$ cat config.mk
export PLATFORM = sky130hd
export DESIGN_NAME = magic_header_packet_deframer
export DESIGN_NICKNAME = d
export VERILOG_FILES = /design/src/rtl/mhpd_pkg.sv /design/src/rtl/mhpd_ram.sv /design/src/rtl/mhpd_ctrl.sv /design/src/rtl/mhpd_datapath.sv /design/src/rtl/magic_header_packet_deframer.sv
export SDC_FILE = /design/constraint.sdc
export NUM_CORES = 1
export LEC_CHECK = 0
export BUFFER_PORTS_ARGS = -buffer_cell sky130_fd_sc_hd__buf_2
export CAP_MARGIN = 5
export CORE_MARGIN = 2
export CORE_UTILIZATION = 55
export CTS_CLUSTER_DIAMETER = 120
export DETAILED_ROUTE_END_ITERATION = 12
export MAX_ROUTING_LAYER = met4
export PLACE_DENSITY = 0.72
export SYNTH_ARGS = -nofsm -noshare
export SYNTH_HDL_FRONTEND = slang
export SYNTH_SLANG_ARGS = --single-unit
$ cat constraint.sdc
create_clock -name aclk -period 5.8 [get_ports aclk]
set_input_delay 0.58 -clock aclk [delete_from_list [all_inputs] [get_ports aclk]]
set_output_delay 0.58 -clock aclk [all_outputs]
set_load 0.1 [all_outputs]
$ cat src/rtl/mhpd_pkg.sv
`default_nettype none

package mhpd_pkg;

    // Frame layout: byte positions within a frame
    localparam int HDR_BYTES   = 8;
    localparam int POS_SECOND  = 1;
    localparam int POS_VERSION = 2;
    localparam int POS_CMD     = 3;
    localparam int POS_SEQ     = 4;
    localparam int POS_FLAGS   = 5;
    localparam int POS_LEN_LO  = 6;

    localparam logic [7:0] IDLE_SAT = 8'd255;

    // Configuration register indexes
    localparam logic [1:0] CFG_FIRST_MAGIC  = 2'd0;
    localparam logic [1:0] CFG_SECOND_MAGIC = 2'd1;
    localparam logic [1:0] CFG_VERSION      = 2'd2;
    localparam logic [1:0] CFG_IDLE_LIMIT   = 2'd3;

    typedef enum logic [1:0] {
        ST_HUNT,
        ST_READ,
        ST_LOAD,
        ST_SUMMARY
    } state_t;

    typedef struct packed {
        logic take;          // input channel ready
        logic load_payload;  // load a payload word into the output register
        logic load_summary;  // load the summary word into the output register
    } cmd_t;

    typedef struct packed {
        logic frame_done;    // accepted byte completes a frame
        logic done_good;     // checksum of that frame holds
        logic has_payload;   // frame carries payload bytes
        logic last_byte;     // payload word being loaded is the final one
        logic slot_free;     // output register is empty or drains this cycle
    } status_t;

endpackage

`default_nettype wire

$ cat src/rtl/mhpd_ram.sv
`default_nettype none

module mhpd_ram #(
    parameter int WIDTH = 8,
    parameter int DEPTH = 64
) (
    input  wire logic                     aclk,
    input  wire logic                     we,
    input  wire logic [$clog2(DEPTH)-1:0] waddr,
    input  wire logic [WIDTH-1:0]         wdata,
    input  wire logic [$clog2(DEPTH)-1:0] raddr,
    output logic      [WIDTH-1:0]         rdata
);

    logic [WIDTH-1:0] mem [DEPTH];

    always_ff @(posedge aclk) begin
        if (we) begin
            mem[waddr] <= wdata;
        end
        rdata <= mem[raddr];
    end

endmodule

`default_nettype wire

$ cat src/rtl/mhpd_ctrl.sv
`default_nettype none

module mhpd_ctrl (
    input  wire logic             aclk,
    input  wire logic             aresetn,
    input  wire mhpd_pkg::status_t status,
    output mhpd_pkg::cmd_t         cmd
);

    mhpd_pkg::state_t state_reg;
    mhpd_pkg::state_t state_next;

    always_ff @(posedge aclk) begin
        if (!aresetn) begin
            state_reg <= mhpd_pkg::ST_HUNT;
        end else begin
            state_reg <= state_next;
        end
    end

    always_comb begin
        state_next       = state_reg;
        cmd.take         = 1'b0;
        cmd.load_payload = 1'b0;
        cmd.load_summary = 1'b0;
        case (state_reg)
            mhpd_pkg::ST_HUNT: begin
                cmd.take = 1'b1;
                if (status.frame_done) begin
                    if (status.done_good && status.has_payload) begin
                        state_next = mhpd_pkg::ST_READ;
                    end else begin
                        state_next = mhpd_pkg::ST_SUMMARY;
                    end
                end
            end
            mhpd_pkg::ST_READ: begin
                // RAM address is already presented; go once the output slot frees
                if (status.slot_free) begin
                    state_next = mhpd_pkg::ST_LOAD;
                end
            end
            mhpd_pkg::ST_LOAD: begin
                cmd.load_payload = 1'b1;
                if (status.last_byte) begin
                    state_next = mhpd_pkg::ST_SUMMARY;
                end else begin
                    state_next = mhpd_pkg::ST_READ;
                end
            end
            mhpd_pkg::ST_SUMMARY: begin
                if (status.slot_free) begin
                    cmd.load_summary = 1'b1;
                    state_next       = mhpd_pkg::ST_HUNT;
                end
            end
            default: begin
                state_next = mhpd_pkg::ST_HUNT;
            end
        endcase
    end

endmodule

`default_nettype wire

$ cat src/rtl/mhpd_datapath.sv
`default_nettype none

module mhpd_datapath #(
    parameter int BUFFER_BYTES = 64
) (
    input  wire logic              aclk,
    input  wire logic              aresetn,
    input  wire mhpd_pkg::cmd_t    cmd,
    output mhpd_pkg::status_t      status,
    input  wire logic              s_valid,
    input  wire logic              s_req_type,
    input  wire logic [7:0]        s_rx_byte,
    input  wire logic              cfg_write,
    input  wire logic [1:0]        cfg_index,
    input  wire logic [7:0]        cfg_data,
    input  wire logic              m_ready,
    output logic                   m_valid,
    output logic                   m_is_summary,
    output logic [7:0]             m_payload_byte,
    output logic [5:0]             m_byte_index,
    output logic                   m_frame_status,
    output logic [7:0]             m_command_code,
    output logic [7:0]             m_sequence_number,
    output logic [7:0]             m_header_flags,
    output logic [5:0]             m_payload_count,
    output logic                   m_last
);

    localparam int FW = $clog2(BUFFER_BYTES + 1);
    localparam int AW = $clog2(BUFFER_BYTES);

    // configuration
    logic [7:0] first_magic_reg;
    logic [7:0] second_magic_reg;
    logic [7:0] version_cfg_reg;
    logic [7:0] idle_limit_reg;

    // parser state
    logic [FW-1:0] fill_reg,  fill_next;
    logic [FW-1:0] total_reg, total_next;
    logic [7:0]    idle_reg,  idle_next;
    logic [7:0]    xor_reg,   xor_next;
    logic [7:0]    ver_reg,   ver_next;
    logic [7:0]    cmd_reg,   cmd_next;
    logic [7:0]    seq_reg,   seq_next;
    logic [7:0]    flags_reg, flags_next;
    logic [7:0]    len_reg,   len_next;
    logic          good_reg;
    logic [AW-1:0] idx_reg;

    // output register
    logic       out_valid_reg;
    logic       out_summary_reg;
    logic [7:0] out_byte_reg;
    logic [5:0] out_index_reg;
    logic       out_status_reg;
    logic [7:0] out_cmd_reg;
    logic [7:0] out_seq_reg;
    logic [7:0] out_flags_reg;
    logic [5:0] out_count_reg;

    logic          accept;
    logic          store_we;
    logic          byte_done;
    logic          resync;
    logic          drop;
    logic [FW-1:0] fill_inc;
    logic [7:0]    idle_inc;
    logic [7:0]    ver_eff;
    logic [8:0]    total_sum;
    logic          too_big;
    logic [7:0]    ram_rdata;
    logic [AW-1:0] ram_raddr;

    assign accept    = s_valid && cmd.take;
    assign fill_inc  = fill_reg + 1'b1;
    assign idle_inc  = (idle_reg == mhpd_pkg::IDLE_SAT) ? idle_reg : idle_reg + 8'd1;
    assign ver_eff   = (fill_reg == FW'(mhpd_pkg::POS_VERSION)) ? s_rx_byte : ver_reg;
    assign total_sum = {1'b0, len_reg} + 9'(mhpd_pkg::HDR_BYTES + 1);
    // byte in hand is the length high byte; any nonzero value overflows the buffer
    assign too_big   = (s_rx_byte != 8'd0) || (total_sum > 9'(BUFFER_BYTES));
    assign ram_raddr = AW'(mhpd_pkg::HDR_BYTES) + idx_reg;

    always_ff @(posedge aclk) begin
        if (!aresetn) begin
            first_magic_reg  <= 8'd170;
            second_magic_reg <= 8'd85;
            version_cfg_reg  <= 8'd1;
            idle_limit_reg   <= 8'd100;
        end else if (cfg_write) begin
            case (cfg_index)
                mhpd_pkg::CFG_FIRST_MAGIC:  first_magic_reg  <= cfg_data;
                mhpd_pkg::CFG_SECOND_MAGIC: second_magic_reg <= cfg_data;
                mhpd_pkg::CFG_VERSION:      version_cfg_reg  <= cfg_data;
                mhpd_pkg::CFG_IDLE_LIMIT:   idle_limit_reg   <= cfg_data;
                default: ;
            endcase
        end
    end

    always_comb begin
        fill_next  = fill_reg;
        total_next = total_reg;
        idle_next  = idle_reg;
        xor_next   = xor_reg;
        ver_next   = ver_reg;
        cmd_next   = cmd_reg;
        seq_next   = seq_reg;
        flags_next = flags_reg;
        len_next   = len_reg;
        store_we   = 1'b0;
        byte_done  = 1'b0;
        resync     = 1'b0;
        drop       = 1'b0;

        if (accept && s_req_type) begin
            if (fill_reg != '0) begin
                if (idle_inc >= idle_limit_reg) begin
                    drop = 1'b1;
                end else begin
                    idle_next = idle_inc;
                end
            end
        end else if (accept) begin
            idle_next = 8'd0;
            if (fill_reg == '0) begin
                if (s_rx_byte == first_magic_reg) begin
                    fill_next = FW'(1);
                    xor_next  = s_rx_byte;
                end
            end else if (((fill_reg == FW'(mhpd_pkg::POS_SECOND)) &&
                          (s_rx_byte != second_magic_reg)) ||
                         (fill_reg >= FW'(BUFFER_BYTES))) begin
                resync = 1'b1;
            end else begin
                store_we  = 1'b1;
                fill_next = fill_inc;
                xor_next  = xor_reg ^ s_rx_byte;
                case (fill_reg)
                    FW'(mhpd_pkg::POS_VERSION): ver_next   = s_rx_byte;
                    FW'(mhpd_pkg::POS_CMD):     cmd_next   = s_rx_byte;
                    FW'(mhpd_pkg::POS_SEQ):     seq_next   = s_rx_byte;
                    FW'(mhpd_pkg::POS_FLAGS):   flags_next = s_rx_byte;
                    FW'(mhpd_pkg::POS_LEN_LO):  len_next   = s_rx_byte;
                    default: ;
                endcase
                // version byte is rechecked against the live register on every byte
                if ((fill_reg >= FW'(mhpd_pkg::POS_VERSION)) &&
                    (ver_eff != version_cfg_reg)) begin
                    resync = 1'b1;
                end else if ((fill_inc >= FW'(mhpd_pkg::HDR_BYTES)) &&
                             (total_reg == '0)) begin
                    if (too_big) begin
                        resync = 1'b1;
                    end else begin
                        total_next = FW'(total_sum);
                    end
                end else if ((total_reg != '0) && (fill_inc == total_reg)) begin
                    byte_done = 1'b1;
                    drop      = 1'b1;
                end
            end
        end

        if (resync) begin
            if (s_rx_byte == first_magic_reg) begin
                fill_next  = FW'(1);
                total_next = '0;
                xor_next   = s_rx_byte;
            end else begin
                drop = 1'b1;
            end
        end
        if (drop) begin
            fill_next  = '0;
            total_next = '0;
            idle_next  = 8'd0;
            xor_next   = 8'd0;
        end
    end

    always_ff @(posedge aclk) begin
        if (!aresetn) begin
            fill_reg  <= '0;
            total_reg <= '0;
            idle_reg  <= 8'd0;
            xor_reg   <= 8'd0;
        end else begin
            fill_reg  <= fill_next;
            total_reg <= total_next;
            idle_reg  <= idle_next;
            xor_reg   <= xor_next;
        end
    end

    always_ff @(posedge aclk) begin
        ver_reg   <= ver_next;
        cmd_reg   <= cmd_next;
        seq_reg   <= seq_next;
        flags_reg <= flags_next;
        len_reg   <= len_next;
        if (byte_done) begin
            good_reg <= ((xor_reg ^ s_rx_byte) == 8'd0);
        end
    end

    always_ff @(posedge aclk) begin
        if (!aresetn) begin
            idx_reg <= '0;
        end else if (cmd.load_summary) begin
            idx_reg <= '0;
        end else if (cmd.load_payload) begin
            idx_reg <= idx_reg + 1'b1;
        end
    end

    mhpd_ram #(
        .WIDTH (8),
        .DEPTH (BUFFER_BYTES)
    ) u_store (
        .aclk  (aclk),
        .we    (store_we),
        .waddr (fill_reg[AW-1:0]),
        .wdata (s_rx_byte),
        .raddr (ram_raddr),
        .rdata (ram_rdata)
    );

    always_ff @(posedge aclk) begin
        if (!aresetn) begin
            out_valid_reg <= 1'b0;
        end else if (cmd.load_payload || cmd.load_summary) begin
            out_valid_reg <= 1'b1;
        end else if (m_ready) begin
            out_valid_reg <= 1'b0;
        end
    end

    always_ff @(posedge aclk) begin
        if (cmd.load_payload) begin
            out_summary_reg <= 1'b0;
            out_byte_reg    <= ram_rdata;
            out_index_reg   <= 6'(idx_reg);
            out_status_reg  <= 1'b0;
            out_cmd_reg     <= 8'd0;
            out_seq_reg     <= 8'd0;
            out_flags_reg   <= 8'd0;
            out_count_reg   <= 6'd0;
        end else if (cmd.load_summary) begin
            out_summary_reg <= 1'b1;
            out_byte_reg    <= 8'd0;
            out_index_reg   <= 6'd0;
            out_status_reg  <= !good_reg;
            out_cmd_reg     <= cmd_reg;
            out_seq_reg     <= seq_reg;
            out_flags_reg   <= flags_reg;
            out_count_reg   <= len_reg[5:0];
        end
    end

    assign status.frame_done  = byte_done;
    assign status.done_good   = ((xor_reg ^ s_rx_byte) == 8'd0);
    assign status.has_payload = (len_reg != 8'd0);
    assign status.last_byte   = ((9'(idx_reg) + 9'd1) == {1'b0, len_reg});
    assign status.slot_free   = !out_valid_reg || m_ready;

    assign m_valid           = out_valid_reg;
    assign m_is_summary      = out_summary_reg;
    assign m_payload_byte    = out_byte_reg;
    assign m_byte_index      = out_index_reg;
    assign m_frame_status    = out_status_reg;
    assign m_command_code    = out_cmd_reg;
    assign m_sequence_number = out_seq_reg;
    assign m_header_flags    = out_flags_reg;
    assign m_payload_count   = out_count_reg;
    assign m_last            = out_summary_reg;

endmodule

`default_nettype wire

$ cat src/rtl/magic_header_packet_deframer.sv
`default_nettype none
// Channel   Direction  Handshake            Payload
// s_        in         s_valid / s_ready    s_req_type, s_rx_byte
// m_        out        m_valid / m_ready    is_summary .. last (nine fields)
// cfg_      in         cfg_valid / cfg_ready cfg_index, cfg_data
//
// An input word is taken as soon as it is offered while hunting or filling a frame.
// A completed frame with a good checksum flushes its payload words from the RAM,
// each by a RAM read and then an output load; the summary follows; m_ready stalls it.
// s_ready stays low for the whole flush; cfg_ready is always high.
// aresetn is synchronous, active low; no clearing pass, the store is only read
// where the current frame wrote it.

module magic_header_packet_deframer #(
    parameter int BUFFER_BYTES = 64
) (
    input  wire logic       aclk,
    input  wire logic       aresetn,

    input  wire logic       s_valid,
    output logic            s_ready,
    input  wire logic       s_req_type,
    input  wire logic [7:0] s_rx_byte,

    output logic            m_valid,
    input  wire logic       m_ready,
    output logic            m_is_summary,
    output logic [7:0]      m_payload_byte,
    output logic [5:0]      m_byte_index,
    output logic            m_frame_status,
    output logic [7:0]      m_command_code,
    output logic [7:0]      m_sequence_number,
    output logic [7:0]      m_header_flags,
    output logic [5:0]      m_payload_count,
    output logic            m_last,

    input  wire logic       cfg_valid,
    output logic            cfg_ready,
    input  wire logic [1:0] cfg_index,
    input  wire logic [7:0] cfg_data
);

    mhpd_pkg::cmd_t    cmd;
    mhpd_pkg::status_t status;

    // config registers take a write in any cycle
    assign cfg_ready = 1'b1;
    assign s_ready   = cmd.take;

    // sequencer: hunt/fill, then flush payload words and the summary
    mhpd_ctrl u_ctrl (
        .aclk    (aclk),
        .aresetn (aresetn),
        .status  (status),
        .cmd     (cmd)
    );

    // parser registers, frame RAM and output register
    mhpd_datapath #(
        .BUFFER_BYTES (BUFFER_BYTES)
    ) u_dp (
        .aclk              (aclk),
        .aresetn           (aresetn),
        .cmd               (cmd),
        .status            (status),
        .s_valid           (s_valid),
        .s_req_type        (s_req_type),
        .s_rx_byte         (s_rx_byte),
        .cfg_write         (cfg_valid),
        .cfg_index         (cfg_index),
        .cfg_data          (cfg_data),
        .m_ready           (m_ready),
        .m_valid           (m_valid),
        .m_is_summary      (m_is_summary),
        .m_payload_byte    (m_payload_byte),
        .m_byte_index      (m_byte_index),
        .m_frame_status    (m_frame_status),
        .m_command_code    (m_command_code),
        .m_sequence_number (m_sequence_number),
        .m_header_flags    (m_header_flags),
        .m_payload_count   (m_payload_count),
        .m_last            (m_last)
    );

endmodule

`default_nettype wire

==> results.ini <==
[outcome]
status=complete, no violations

[worst_hold_path]
hold_path_class=input pin to flip-flop

[floorplan]
die_y_um=228
core_area_um2=49900
initial_utilization=0.553
std_cell_rows=82
die_x_um=228
design.die.area_um2=51900
num_io_pins=74

[clock_network]
root_buffer=clkbuf_16
path_clk_slew_ps=60
cts.sinks=678
cts_max_level=3
postCtsSetupBuffers=0
cts_tree=built
worst_skew_pair.late_latency_ps=610
numCtsBuffers=68
cts_max_path_buffers=3
hold_buffers=0
cts_resized=0

[finish]
largest_register=u_dp.u_store.mem
final_nets=1739
antenna_cells=0
drive_gt1_frac=0.225
largest_reg_flops=512
area_growth_pct=11.9
fin_cells=2423

[setup_path]
crit_arrival_ps=4950
worstSetupPathType=flip-flop to flip-flop
crit_buf_inv=0
crit_path_max_incr_delay_ps=810
path_cells=ha_1 > and3_1 > and3_1 > nand3_1 > nand2_1 > and2_1 > or2_2 > ha_1 > a2111oi_0 > nand2b_1 > a21oi_1 > o31ai_1 > a211oi_2 > o221a_2
crit_required_ps=6340
cpLargestDelayFamily=compound AO/OA/AOI/OAI gates
worstSetupEndpointType=flip-flop
start_kind=flip-flop
cp_slowest_cell=a211oi_2
crit_fanout=13

[sta]
fin_tns_setup_ps=0
slew_headroom=0.177
slew_violations=0
hold_viol_final=0
post-route-min-period_ps=4410
fin_skew_ps=29.0
setup_viol=0
fmax_ghz=0.227
finalCritPeriodShare=0.761
tightest_slew_ps=1220
rsz0062_at_grt=no

[power_and_ir_drop]
p_leak_nw=9.96
switchingPower_mw=1.95
clkPwrFrac=0.444
seqPwrFrac=0.539
p_int_mw=7.85
netSwitchingFraction=0.199
p_per_area_nw_per_um2=318
finalPower_mw=9.79
ir_drop_uv=196
pwr-share-comb=0.017

[drt]
wl_met2_um=30100
vias=14900
viasPerCell=6.16
drc=0
met1_length_um=25600
wl_met3_um=5090
wire_per_inst_um=25.8
drt_iter0_drc=1619
antenna_left=0
drt_first_pass_iters=5
routed_wl_um=62600
top_layer=met4

[synthesis]
synth_area_per_cell_um2=17.0
synth-seq-cells=678
synthesis.area_um2=27600
synth_nets=1665
ys_warn_count=0
netlist_instances=1623
synthArstFlopShare=0
synth_edf_count=567
ys.flop_type=edfxtp_1
synth_cell_types=69
yosysSeqAreaShare=0.698

[placement]
gp_congestion=0.830
place_hpwl_um=37700
port_buffers=72
place_inst=2299

[global_route]
grt_remaining_overflow=0
grt_max_degree=76
track_usage=0.254
antenna_found_initial=0
grt_pass1_wl_um=95100
grt_pass1_vias=15000

[flow_run]
maxCapViolCount=0

## final timing paths
kind               startpoint                       to  slack (ps)  cells past startpoint
max          u_dp.idle_reg[0]         u_dp.fill_reg[2]        1390                     14
max reg2reg  u_dp.idle_reg[0]         u_dp.fill_reg[2]        1390                     14
min reg2reg     u_dp.good_reg      u_dp.m_frame_status         420                      1
min               cfg_data[3]  u_dp.first_magic_reg[3]         270                      3
## cell usage after synthesis, types with 3 or more instances
library cell | count | share of area
nor2b_1 | 12 | 0.0027
or3_1 | 3 | 0.00068
nand2b_1 | 7 | 0.0016
clkbuf_1 | 61 | 0.0083
edfxtp_1 | 567 | 0.62
o221a_1 | 8 | 0.0033
mux4_2 | 168 | 0.14
a32oi_1 | 4 | 0.0013
dfxtp_1 | 111 | 0.081
a22oi_1 | 3 | 0.00082
nor3_1 | 10 | 0.0018
o211ai_1 | 5 | 0.0014
o2111ai_1 | 3 | 0.00095
o21ai_0 | 15 | 0.0027
buf_1 | 26 | 0.0035
nor2_1 | 113 | 0.015
mux2_2 | 8 | 0.0033
mux2i_1 | 18 | 0.0065
a21oi_1 | 19 | 0.0034
buf_4 | 3 | 0.00082
nand3_1 | 70 | 0.013
nor4_1 | 11 | 0.0025
o21a_1 | 13 | 0.0035
and2_1 | 20 | 0.0045
nand2_1 | 136 | 0.019
o31ai_1 | 4 | 0.0011
a21boi_0 | 23 | 0.0063
xnor2_1 | 34 | 0.011
ha_1 | 18 | 0.0082
nand4_1 | 6 | 0.0014
inv_1 | 17 | 0.0023
and4_1 | 3 | 0.00095
a31oi_1 | 3 | 0.00068
or2_2 | 4 | 0.00091
and3_1 | 10 | 0.0023
xor2_1 | 30 | 0.0095
nor4b_1 | 3 | 0.00095
nor3b_1 | 13 | 0.0035
nand3b_1 | 3 | 0.00082
## tightest hold or removal path, delay by kind of cell
family | cells | cell delay, ps
buffers and inverters | 1 | 120
muxes | 1 | 80
and+or+nand+nor | 1 | 50
## per-stage QoR
stage	hold WS (ps)	cell area, um2	util	setup slack, ps
6_report	265	30800	0.618	1390
3_5_place_dp	416	28600	0.574	1450
4_1_cts	234	30800	0.618	1400
3_3_place_gp	412	28600	0.574	1520
5_1_grt	254	30800	0.618	990
2_1_floorplan	406	27600	-	2180
## power groups by stage
stage          Sequential [mW]  Clock, mW  Combinational [mW]
2_1_floorplan             5.38          0              0.0584
3_3_place_gp              5.38          0               0.157
3_5_place_dp              5.38          0               0.163
4_1_cts                   5.28       4.41               0.164
5_1_grt                   5.28       4.60               0.178
6_report                  5.28       4.35               0.163
## kinds of logic after synthesis
kind of cell	synth area share
DFF	0.698
and+or+nand+nor	0.0755
muxes	0.147
AOI/OAI and AO/OA	0.0339
buffers and inverters	0.0157
xor gates and xnor gates	0.0212
adders and majority gates	0.00817
other	0.000136
## layout make-up
class | count | area (um2)
Fill cell | 3558 | 19000
Tap cell | 672 | 841
Clock buffer | 93 | 1870
Multi-Input combinational cell | 835 | 7900
Sequential cell | 678 | 19300
Timing Repair Buffer | 96 | 566
Inverter | 18 | 67.6
Clock inverter | 31 | 339
## cell usage in the layout (no fill, tap or decap), types with 19 or more instances in the layout
cell | Yosys | layout
mux4_2 | 168 | 168
a21boi_0 | 23 | 22
nor2_1 | 113 | 113
buf_2 | 1 | 72
clkbuf_1 | 61 | 19
edfxtp_1 | 567 | 567
and2_1 | 20 | 20
xnor2_1 | 34 | 34
buf_4 | 3 | 22
nand3_1 | 70 | 70
clkbuf_16 | 0 | 69
nand2_1 | 136 | 136
xor2_1 | 30 | 30
dfxtp_1 | 111 | 107
a21oi_1 | 19 | 19
## routing by layer
metal	vias to the layer above	GRT usage
met5	-	-
met2	654	0.387
met1	7665	0.354
met3	114	0.0453
met4	0	0.0766
li1	6485	-
Power figures use the tool's default switching activity.
